--- src/hw/rtl/vra_pkg.sv ---
package vra_pkg;

  localparam int PAGE_W = 52;
  localparam int FLAG_W = 12;
  localparam int KIND_W = 2;

  localparam logic [KIND_W-1:0] KIND_FREE = 2'd0;
  localparam logic [KIND_W-1:0] KIND_ANON = 2'd1;
  localparam logic [KIND_W-1:0] KIND_PHYS = 2'd2;

  localparam logic [1:0] ST_OK    = 2'd0;
  localparam logic [1:0] ST_NOFIT = 2'd1;
  localparam logic [1:0] ST_FULL  = 2'd2;
  localparam logic [1:0] ST_ZERO  = 2'd3;

  localparam logic CMD_ALLOC = 1'b0;
  localparam logic CMD_FREE  = 1'b1;

  localparam logic CFG_BASE  = 1'b0;
  localparam logic CFG_COUNT = 1'b1;

  localparam logic [PAGE_W-1:0] RESET_BASE  = 52'd1;
  localparam logic [PAGE_W-1:0] RESET_COUNT = 52'd4503049871556576;

  localparam int IN_W  = 120;
  localparam int OUT_W = 112;

  typedef struct packed {
    logic [PAGE_W-1:0] start;
    logic [PAGE_W-1:0] length;
    logic [KIND_W-1:0] kind;
    logic [FLAG_W-1:0] flags;
  } entry_t;

  localparam int ENT_W = $bits(entry_t);

  typedef struct packed {
    logic       load;
    logic       start;
    logic       p1_chk;
    logic       restart;
    logic       split;
    logic       emit_en;
    logic [1:0] emit_sel;
    logic       step;
    logic       set_zero;
    logic       set_nofit;
    logic       commit;
    logic       publish;
  } ctl_cmd_t;

  typedef struct packed {
    logic idx_done;
    logic zero_len;
    logic is_free;
    logic pick_found;
    logic out_busy;
  } ctl_sts_t;

endpackage

--- src/hw/rtl/vra_ctrl.sv ---
module vra_ctrl (
  input  logic                clk,
  input  logic                rst,
  input  logic                in_valid,
  output logic                in_ready,
  input  vra_pkg::ctl_sts_t   sts,
  output vra_pkg::ctl_cmd_t   cmd
);

  typedef enum logic [10:0] {
    S_IDLE     = 11'b00000000001,
    S_DISPATCH = 11'b00000000010,
    S_P1_RD    = 11'b00000000100,
    S_P1_CHK   = 11'b00000001000,
    S_P2_RD    = 11'b00000010000,
    S_P2_SPLIT = 11'b00000100000,
    S_EMIT0    = 11'b00001000000,
    S_EMIT1    = 11'b00010000000,
    S_EMIT2    = 11'b00100000000,
    S_FLUSH    = 11'b01000000000,
    S_DONE     = 11'b10000000000
  } state_t;

  state_t state, state_next;

  assign in_ready = (state == S_IDLE);

  always_comb begin
    state_next = state;
    cmd = '0;
    unique case (state)
      S_IDLE: begin
        if (in_valid) begin
          cmd.load = 1'b1;
          state_next = S_DISPATCH;
        end
      end
      S_DISPATCH: begin
        cmd.start = 1'b1;
        if (sts.zero_len) begin
          cmd.set_zero = 1'b1;
          state_next = S_DONE;
        end else if (sts.is_free) begin
          state_next = S_P2_RD;
        end else begin
          state_next = S_P1_RD;
        end
      end
      S_P1_RD: begin
        if (sts.idx_done) begin
          if (sts.pick_found) begin
            cmd.restart = 1'b1;
            state_next = S_P2_RD;
          end else begin
            cmd.set_nofit = 1'b1;
            state_next = S_DONE;
          end
        end else begin
          state_next = S_P1_CHK;
        end
      end
      S_P1_CHK: begin
        cmd.p1_chk = 1'b1;
        cmd.step = 1'b1;
        state_next = S_P1_RD;
      end
      S_P2_RD: begin
        state_next = sts.idx_done ? S_FLUSH : S_P2_SPLIT;
      end
      S_P2_SPLIT: begin
        cmd.split = 1'b1;
        state_next = S_EMIT0;
      end
      S_EMIT0: begin
        cmd.emit_en = 1'b1;
        cmd.emit_sel = 2'd0;
        state_next = S_EMIT1;
      end
      S_EMIT1: begin
        cmd.emit_en = 1'b1;
        cmd.emit_sel = 2'd1;
        state_next = S_EMIT2;
      end
      S_EMIT2: begin
        cmd.emit_en = 1'b1;
        cmd.emit_sel = 2'd2;
        cmd.step = 1'b1;
        state_next = S_P2_RD;
      end
      S_FLUSH: begin
        cmd.commit = 1'b1;
        state_next = S_DONE;
      end
      S_DONE: begin
        if (!sts.out_busy) begin
          cmd.publish = 1'b1;
          state_next = S_IDLE;
        end
      end
      default: state_next = S_IDLE;
    endcase
  end

  always_ff @(posedge clk) begin
    if (rst) begin
      state <= S_IDLE;
    end else begin
      state <= state_next;
    end
  end

endmodule

--- config.mk ---
export PLATFORM = sky130hd
export DESIGN_NAME = vra_ctrl
export DESIGN_NICKNAME = d
export VERILOG_FILES = /design/src/hw/rtl/vra_pkg.sv /design/src/hw/rtl/vra_ctrl.sv
export SDC_FILE = /design/constraint.sdc
export NUM_CORES = 1
export LEC_CHECK = 0
export ABC_AREA = 1
export BUFFER_PORTS_ARGS = -buffer_cell sky130_fd_sc_hd__buf_2
export CAP_MARGIN = 20
export CORE_MARGIN = 2
export CORE_UTILIZATION = 52
export DETAILED_ROUTE_END_ITERATION = 8
export GPL_TIMING_DRIVEN = 1
export PLACE_DENSITY = 0.83
export SYNTH_ARGS = -nofsm -noshare
export SYNTH_HDL_FRONTEND = slang
export SYNTH_SLANG_ARGS = --single-unit
--- constraint.sdc ---
create_clock -name clk -period 1.7 [get_ports clk]
set_input_delay 0.255 -clock clk [delete_from_list [all_inputs] [get_ports clk]]
set_output_delay 0.255 -clock clk [all_outputs]
set_load 0.005 [all_outputs]
==> results of run 1 <==
==> per-layer routing <==
metal,GRT usage (%),up-vias
li1,-,380
met1,26.1,330
met2,45.2,35
met3,5.98,6
met4,14.2,0
met5,0,-
==> through the flow <==
stage	utilization (%)	power, mW	hold WS (ps)	cells
finish	69.1	0.553	196	150
global route	69.1	0.586	201	150
CTS	66.1	0.555	199	149
detailed placement	64.1	0.376	484	145
global placement	64.1	0.373	472	145
floorplan	-	0.346	334	110
==> worst paths after layout <==
| path | start | slack (ps) | cells after the start | endpoint |
|---|---|---|---|---|
| setup / recovery | state[2]$_SDFFE_PP0P_ | 90 | 6 | cmd[7] |
| hold / removal | sts[4] | 200 | 2 | state[5]$_SDFFE_PP0P_ |
| setup reg to reg | state[10]$_SDFFE_PP0P_ | 310 | 10 | state[4]$_SDFFE_PP0P_ |
| hold reg to reg | state[5]$_SDFFE_PP0P_ | 600 | 3 | state[5]$_SDFFE_PP0P_ |
==> where the power goes <==
| group | internal [mW] | switching, mW | total [mW] |
|---|---|---|---|
| clock | 0.0906 | 0.0892 | 0.180 |
| combinational | 0.0404 | 0.0648 | 0.105 |
| sequential | 0.263 | 0.00444 | 0.268 |
| total | 0.394 | 0.158 | 0.553 |
==> cell families after synthesis <==
logic type | Yosys count
buffers and inverters | 24
DFF | 11
and+or+nand+nor | 72
AOI/OAI and AO/OA | 3
==> final cells by class <==
cell class / count / area, µm² / share of cell area [%]
Inverter: 23 / 86.3 / 9.72
Clock buffer: 4 / 26.3 / 2.96
Tap cell: 15 / 18.8 / 2.11
Multi-Input combinational cell: 75 / 420 / 47.3
Sequential cell: 11 / 224 / 25.2
Timing Repair Buffer: 22 / 113 / 12.7
==> worst register-to-register path, cell delays in order, from the launching register on <==
cell and delay (ps):
dfxtp_2 360, nor2_2 150, nand2_4 90, nor2_8 160, buf_4 140, nand3_2 60
nand2_1 90, inv_2 40, nand3_2 60, nand2_1 90, nor2_1 110
==> what timing repair did <==
action | 4_1_cts | 5_1_grt
resized for setup | 0 | 10
buffers inserted | 0 | 1
hold endpoints to repair | 0 | 0
setup endpoints to repair | 0 | 8
==> synthesized netlist by cell type (all sizes together) <==
cell and number:
nand2 30, nor2 27, inv 23, dfxtp 11, nand3 7, nor3 7
a211oi 1, a21oi 1, a41oi 1, buf 1, nand4 1
==> reports/results.tsv, run 1 <==
stage	metric	value	unit
clocking	source-to-sink clock delay at the later pin of the worst-skew pair	260	ps
grt	maximum number of pins on one net before global-route repair	10	
critical_path	maximum cell stage delay along the critical path	330	ps
route	Routed met3 length	112	µm
final_layout	antenna fix cells	0	
timing	worst slew pin tran	200	ps
critical_path	largest fanout on the critical path	4	
critical_path	cell repeated most along the worst path	nand2_1	
grt	overflow left after global routing	0	
synthesis	synthesized netlist cell count	110	
placed_design	cell area after placement	823	µm²
floorplanning	die height	40.8	µm
grt	via count of the first global-routing pass	691	
synthesis	number of distinct library cell variants in the gate-level netlist after synthesis	18	
timing	final count of negative-setup-slack endpoints	0	
timing	Setup TNS	0	ps
synthesis	portion of synthesized cell area occupied by the leading cell type	31.3	%
final_layout	final net count	144	
final_layout	fill cell instance count of the final layout	117	
clocking	number of hold buffers added after cts	0	
route	Post-route DRC	0	
placed_design	estimated wirelength of the detail-placed design	1350	µm
synthesis	mux share of post-synthesis cell area	0	%
critical_path	CP required	1440	ps
synthesis	count of warnings emitted by yosys	0	
timing	max-slew violation total from the final report	0	
timing	final worst path period share	94.9	%
synthesis	post-synthesis compound-gate area fraction	3.02	%
critical_path	CP Capture Type	primary output	
synthesis	Simple-Gate Fraction of Synth Area	52.8	%
route	met2 WL post-DR	838	µm
grt	number of antenna violations at the first check in global routing	0	
synthesis	Synth Area in XOR/XNOR	0	%
timing	worst path setup slack after routing	87.3	ps
clocking	clock slew at the register clock pins of the worst setup and hold paths	80	ps
route	detailed-route wire length per cell	11.3	µm
floorplanning	effective utilization at floorplan	54.7	%
clocking	# clock sinks	11	
route	Via Count	751	
floorplanning	floorplan core area	0.00128	mm²
clocking	Max Buffers Root-to-Sink	2	
synthesis	largest cells by area after synthesis	dfxtp_1 31%, nand2_1 13%, inv_1 11%	
synthesis	largest family of logic cells by synthesized area	simple AND/OR/NAND/NOR gates	
power	pwr/cell area	622	mW/mm²
grt	total global-route track usage	25.1	%
final_layout	Layout area overhead	26.3	%
route	detailed-route wire length	1700	µm
route	Top Layer Used	met4	
clocking	H-tree depth	1	
synthesis	flip-flop and latch count after synthesis	11	
timing	Final Skew	5.16	ps
final_layout	layout cells sized above 1	37.8	%
placed_design	DP Worst Slack	312	ps
grt	first-pass GRT wire length	2670	µm
route	DR pass1 iterations	4	
power	leakage	0.541	nW
timing	timing-limited maximum frequency	0.620	GHz
floorplanning	Cell Rows	13	
floorplanning	number of top-level pins	22	
timing	Final Hold Viols	0	
route	wire length the detailed router placed on met1	701	µm
run_status	outcome	finished clean	
route	antenna-violating nets left	0	
route	violation count after the first detailed-route iteration	27	
placed_design	total of buffers placed on input and output ports	21	
synthesis	library cell occupying the most area in the post-synthesis netlist	dfxtp_1	
timing	headroom to the max-slew limit	86.6	%
critical_path	critical path class	register to primary output	
flow_run	maxcap violations	0	
clocking	CTS tree	built	
synthesis	synthesized area divided by synthesized cell count	6.39	µm²
final_layout	Largest register FFs	11	
floorplanning	chip width	40.8	µm
critical_path	Setup crit start kind	register	
timing	shortest period the worst path allows	1610	ps
critical_path	data arrival time of the critical path	1360	ps
clocking	TritonCTS Buffers	3	
timing	setup repair after global routing missed its margin	yes	
final_layout	Post-Layout Inst Area	888	µm²
floorplanning	total die area	0.00166	mm²
final_layout	leading cell types in the layout, fill and taps excluded	23 x nand2_1, 21 x buf_2, 20 x inv_1, 18 x nor2_1, 8 x dfxtp_1	
synthesis	share of synthesized cell area in full adder, half adder and majority cells	0	%
synthesis	area of the mapped netlist	703	µm²
critical_path	cell with the largest stage delay on the worst path	dfxtp_1	
critical_path	number of buffer and inverter instances along the worst setup path	1	
final_layout	leading cell type in the layout, fill and taps excluded	nand2_1	
clocking	Clock Root Buffer	clkbuf_4	
power	peak supply drop	0.000360	V
placed_design	placer's final routability congestion estimate	0.904	
critical_path	category of cells accounting for the largest share of critical-path delay	simple AND/OR/NAND/NOR gates	
hold_path	type of the most critical hold path	input pin to register	
synthesis	portion of the post-synthesis area used by sequential elements	31.3	%
route	vias per std cell	5.01	
critical_path	CP cell instances	nor2_1 -> nand2_1 -> nor2_4 -> nand2_1 -> nand3_2 -> buf_2	
synthesis	net count after synthesis	118	
final_layout	largest registers in the final layout	state x11	
final_layout	register name with the most flops	state	
Note: power is estimated with default switching activity, not from simulation.
==> inputs of run 2 (changes only) <==
--- a/config.mk
+++ b/config.mk
@@ -8,11 +8,13 @@
 export ABC_AREA = 1
 export BUFFER_PORTS_ARGS = -buffer_cell sky130_fd_sc_hd__buf_2
 export CAP_MARGIN = 20
+export CELL_PAD_IN_SITES_DETAIL_PLACEMENT = 0
+export CELL_PAD_IN_SITES_GLOBAL_PLACEMENT = 2
 export CORE_MARGIN = 2
-export CORE_UTILIZATION = 52
+export CORE_UTILIZATION = 27
 export DETAILED_ROUTE_END_ITERATION = 8
 export GPL_TIMING_DRIVEN = 1
-export PLACE_DENSITY = 0.83
+export PLACE_DENSITY = 0.84
 export SYNTH_ARGS = -nofsm -noshare
 export SYNTH_HDL_FRONTEND = slang
 export SYNTH_SLANG_ARGS = --single-unit
==> reports/results.tsv, run 2 (synthesis gave the netlist of run 1 again) <==
stage	metric	value	unit
power	pwr/cell area	614	mW/mm²
clocking	clock slew at the register clock pins of the worst setup and hold paths	80	ps
critical_path	data arrival time of the critical path	1360	ps
grt	number of antenna violations at the first check in global routing	0	
timing	Setup TNS	0	ps
final_layout	Largest register FFs	11	
final_layout	layout cells sized above 1	39.7	%
grt	overflow left after global routing	0	
placed_design	cell area after placement	842	µm²
route	violation count after the first detailed-route iteration	12	
placed_design	placer's final routability congestion estimate	0.757	
final_layout	final net count	145	
route	Via Count	715	
floorplanning	total die area	0.00303	mm²
floorplanning	Cell Rows	18	
critical_path	critical path class	register to primary output	
critical_path	CP cell instances	nor2_1 -> nand2_1 -> nor2_4 -> nand2_1 -> nand3_2 -> buf_2	
final_layout	Layout area overhead	30.4	%
placed_design	DP Worst Slack	329	ps
grt	via count of the first global-routing pass	646	
power	peak supply drop	0.000274	V
flow_run	maxcap violations	0	
timing	headroom to the max-slew limit	83.7	%
timing	Final Hold Viols	0	
clocking	# clock sinks	11	
hold_path	type of the most critical hold path	input pin to register	
clocking	source-to-sink clock delay at the later pin of the worst-skew pair	270	ps
placed_design	estimated wirelength of the detail-placed design	1380	µm
grt	maximum number of pins on one net before global-route repair	10	
timing	Final Skew	2.84	ps
final_layout	leading cell type in the layout, fill and taps excluded	nand2_1	
critical_path	CP Capture Type	primary output	
placed_design	Placed Instances	160	
final_layout	antenna fix cells	0	
critical_path	Setup crit start kind	register	
timing	timing-limited maximum frequency	0.620	GHz
route	antenna-violating nets left	0	
timing	worst slew pin tran	243	ps
final_layout	leading cell types in the layout, fill and taps excluded	23 x nand2_1, 21 x buf_2, 20 x inv_1, 18 x nor2_1	
placed_design	total of buffers placed on input and output ports	21	
timing	worst path setup slack after routing	87.4	ps
clocking	H-tree depth	1	
clocking	CTS tree	built	
floorplanning	effective utilization at floorplan	28.4	%
route	detailed-route wire length	1720	µm
run_status	outcome	finished clean	
timing	final worst path period share	94.9	%
final_layout	largest registers in the final layout	state x11	
clocking	Max Buffers Root-to-Sink	2	
final_layout	register name with the most flops	state	
floorplanning	die height	55.0	µm
clocking	number of hold buffers added after cts	0	
floorplanning	floorplan core area	0.00248	mm²
critical_path	largest fanout on the critical path	4	
power	leakage	0.549	nW
route	DR pass1 iterations	4	
final_layout	Post-Layout Inst Area	917	µm²
timing	setup repair after global routing missed its margin	yes	
timing	shortest period the worst path allows	1610	ps
floorplanning	number of top-level pins	22	
critical_path	maximum cell stage delay along the critical path	330	ps
clocking	Clock Root Buffer	clkbuf_4	
route	vias per std cell	4.31	
critical_path	cell repeated most along the worst path	nand2_1	
critical_path	cell with the largest stage delay on the worst path	dfxtp_1	
final_layout	fin cells	166	
critical_path	CP required	1440	ps
floorplanning	chip width	55.0	µm
clocking	TritonCTS Buffers	3	
grt	first-pass GRT wire length	2640	µm
timing	final count of negative-setup-slack endpoints	0	
grt	total global-route track usage	12.6	%
timing	max-slew violation total from the final report	0	
route	detailed-route wire length per cell	10.3	µm
route	Post-route DRC	0	
-- run 2: changes by cell type in the layout (fill, tap and decap cells not counted), sizes merged --
cell,previous run,this run
clkinv,0,1
buf,22,23
clkbuf,4,3
-- run 2: cell type report --
class | count | area [µm²]
timing repair buffer | 23 | 120
inverter | 23 | 86.3
fill | 302 | 1560
sequential | 11 | 225
clock buffer | 3 | 22.5
multi-input combinational | 75 | 420
tap | 30 | 37.5
clock inverter | 1 | 5.00
-- run 2: metal layers --
layer | up-vias | track usage [%] | share of wire (%)
li1 | 381 | - | -
met1 | 312 | 16.4 | 47
met2 | 20 | 19.4 | 44
met3 | 2 | 2.42 | 8.1
met4 | 0 | 7.32 | 1.1
met5 | - | 0 | 0
-- run 2: path summary, 6_finish.rpt --
check / start / to / slack, ps / cells after the start
max: state[2]$_SDFFE_PP0P_ / cmd[7] / 90 / 6
min: sts[4] / state[5]$_SDFFE_PP0P_ / 180 / 2
max reg2reg: state[7]$_SDFFE_PP0P_ / state[4]$_SDFFE_PP0P_ / 370 / 8
min reg2reg: state[5]$_SDFFE_PP0P_ / state[5]$_SDFFE_PP0P_ / 610 / 3
-- run 2: critical path: cells and delay by family, from the launching register on --
kind | cells | cell delay [ps]
AND/OR/NAND/NOR | 5 | 630
buffers and inverters | 1 | 110
flip-flops | 1 | 330
-- run 2: what timing repair did --
item,CTS,global route
buffers inserted,0,2
resized for setup,0,11
setup endpoints to repair,0,7
-- run 2: metrics by stage --
step           hold slack, ps  power (mW)  util [%]
6_report                  179       0.563      37.0
5_1_grt                   179       0.595      37.0
4_1_cts                   171       0.570      35.1
3_5_place_dp              478       0.379      34.0
3_3_place_gp              483       0.381      34.0
2_1_floorplan             334       0.346         -
-- run 2: where the power goes --
part / internal [mW] / switching, mW / leakage [nW] / total (mW)
Combinational: 0.0421 / 0.0655 / 0.440 / 0.108
Clock: 0.0872 / 0.100 / 0.0177 / 0.187
Sequential: 0.263 / 0.00447 / 0.0912 / 0.268
Total: 0.393 / 0.170 / 0.549 / 0.563
==> inputs of run 3 (changes only) <==
--- a/config.mk
+++ b/config.mk
@@ -14,7 +14,7 @@
 export CORE_UTILIZATION = 27
 export DETAILED_ROUTE_END_ITERATION = 8
 export GPL_TIMING_DRIVEN = 1
-export PLACE_DENSITY = 0.84
+export PLACE_DENSITY = 0.93
 export SYNTH_ARGS = -nofsm -noshare
 export SYNTH_HDL_FRONTEND = slang
 export SYNTH_SLANG_ARGS = --single-unit
==> reports/results.tsv, run 3 (synthesis gave the netlist of run 1 again) <==
stage	metric	value	unit
route	violation count after the first detailed-route iteration	11	
clocking	# clock sinks	11	
clocking	number of hold buffers added after cts	0	
power	Clk network pwr share	32.7	%
final_layout	Largest register FFs	11	
clocking	clock slew at the register clock pins of the worst setup and hold paths	80	ps
timing	max-slew violation total from the final report	0	
clocking	source-to-sink clock delay at the later pin of the worst-skew pair	270	ps
timing	worst slew pin tran	209	ps
grt	first-pass GRT wire length	2860	µm
grt	overflow left after global routing	0	
critical_path	CP Capture Type	primary output	
placed_design	Placed Instances	160	
critical_path	CP cell instances	nor2_2 -> nand2_4 -> nor2_8 -> nand2_4 -> inv_2 -> nand2_1 -> inv_1 -> buf_2	
timing	setup repair after global routing missed its margin	yes	
power	peak supply drop	0.000299	V
critical_path	critical path class	register to primary output	
route	Via Count	720	
route	detailed-route wire length	1740	µm
final_layout	final net count	144	
power	total design power	0.559	mW
placed_design	total of buffers placed on input and output ports	21	
timing	final worst path period share	96.6	%
route	vias per std cell	4.36	
floorplanning	Cell Rows	18	
hold_path	type of the most critical hold path	input pin to register	
floorplanning	chip width	55.0	µm
final_layout	leading cell type in the layout, fill and taps excluded	nand2_1	
clocking	TritonCTS Buffers	3	
route	detailed-route wire length per cell	10.5	µm
floorplanning	number of top-level pins	22	
grt	via count of the first global-routing pass	676	
clocking	Max Buffers Root-to-Sink	2	
floorplanning	effective utilization at floorplan	28.4	%
grt	maximum number of pins on one net before global-route repair	10	
timing	shortest period the worst path allows	1640	ps
critical_path	maximum cell stage delay along the critical path	330	ps
grt	number of antenna violations at the first check in global routing	0	
critical_path	Setup crit start kind	register	
final_layout	fin cells	165	
critical_path	data arrival time of the critical path	1390	ps
route	antenna-violating nets left	0	
placed_design	placer's final routability congestion estimate	0.780	
floorplanning	die height	55.0	µm
power	pwr/cell area	616	mW/mm²
final_layout	largest registers in the final layout	state x11	
route	DR pass1 iterations	4	
final_layout	register name with the most flops	state	
critical_path	largest fanout on the critical path	6	
timing	timing-limited maximum frequency	0.609	GHz
clocking	H-tree depth	1	
run_status	outcome	finished clean	
placed_design	cell area after placement	842	µm²
final_layout	antenna fix cells	0	
final_layout	layout cells sized above 1	39.3	%
final_layout	leading cell types in the layout, fill and taps excluded	22 x nand2_1, 21 x buf_2, 20 x inv_1, 17 x nor2_1, 8 x dfxtp_1	
floorplanning	floorplan core area	0.00248	mm²
placed_design	estimated wirelength of the detail-placed design	1420	µm
route	Post-route DRC	0	
power	register share of total power	47.9	%
power	leakage	0.540	nW
critical_path	cell repeated most along the worst path	nand2_4	
floorplanning	total die area	0.00303	mm²
timing	Final Skew	6.26	ps
critical_path	CP required	1440	ps
grt	total global-route track usage	13.4	%
power	share of power burned in combinational logic	19.3	%
power	internal power summed over all cells	0.396	mW
flow_run	maxcap violations	0	
clocking	Clock Root Buffer	clkbuf_4	
timing	Final Hold Viols	0	
critical_path	cell with the largest stage delay on the worst path	dfxtp_1	
timing	headroom to the max-slew limit	86.0	%
final_layout	Layout area overhead	29.0	%
power	switch share	29.2	%
final_layout	Post-Layout Inst Area	907	µm²
timing	final count of negative-setup-slack endpoints	0	
power	switching component of the power	0.163	mW
clocking	CTS tree	built	
-- run 3: critical path: cells and delay by family, from the launching register on --
kind	cells	cell delay (ps)
AND/OR/NAND/NOR	5	570
flip-flops	1	330
buffers and inverters	3	210
-- run 3: per-layer routing --
metal | global-route usage, % | vias to the layer above | share of wire (%)
met5 | 0 | - | 0
met4 | 6.10 | 0 | 1.6
met3 | 1.61 | 4 | 5.6
met2 | 21.0 | 23 | 45
met1 | 18.2 | 313 | 48
li1 | - | 380 | -
-- run 3: path summary, 6_finish.rpt --
check / start / endpoint / slack, ps / cells past startpoint
max: state[6]$_SDFFE_PP0P_ / cmd[3] / 60 / 8
min: sts[4] / state[3]$_SDFFE_PP0P_ / 190 / 2
max reg2reg: state[6]$_SDFFE_PP0P_ / state[4]$_SDFFE_PP0P_ / 330 / 10
min reg2reg: state[10]$_SDFFE_PP0P_ / state[10]$_SDFFE_PP0P_ / 610 / 2
-- run 3: what timing repair did --
action | CTS | global route
endpoints found under the setup margin | 1 | 8
buffers inserted | 0 | 1
resized for setup | 1 | 10
pin swaps | 0 | 4
cloned | 0 | 0
-- run 3: cell type report --
| cell class | instances | area (µm²) |
|---|---|---|
| clock buffer | 4 | 26.3 |
| timing repair buffer | 22 | 113 |
| inverter | 23 | 86.3 |
| multi-input combinational | 75 | 420 |
| fill | 298 | 1570 |
| sequential | 11 | 224 |
| tap | 30 | 37.5 |
-- run 3: power by group through the flow --
stage                     combinational, mW  clock (mW)  sequential [mW]
after floorplan                      0.0732           0            0.273
after global placement                0.106           0            0.274
after detailed placement              0.106           0            0.274
after CTS                             0.106       0.190            0.268
after global routing                  0.122       0.199            0.269
final                                 0.108       0.183            0.268
-- run 3: metrics by stage --
| stage | util [%] | hold slack [ps] | TNS (ps) | setup slack [ps] |
|---|---|---|---|---|
| floorplan | - | 334 | 0 | 471 |
| global placement | 34.0 | 481 | 0 | 328 |
| detailed placement | 34.0 | 476 | 0 | 309 |
| CTS | 35.2 | 186 | 0 | 6.51 |
| global route | 36.6 | 190 | -58.2 | -39.8 |
| finish | 36.6 | 188 | 0 | 58.6 |
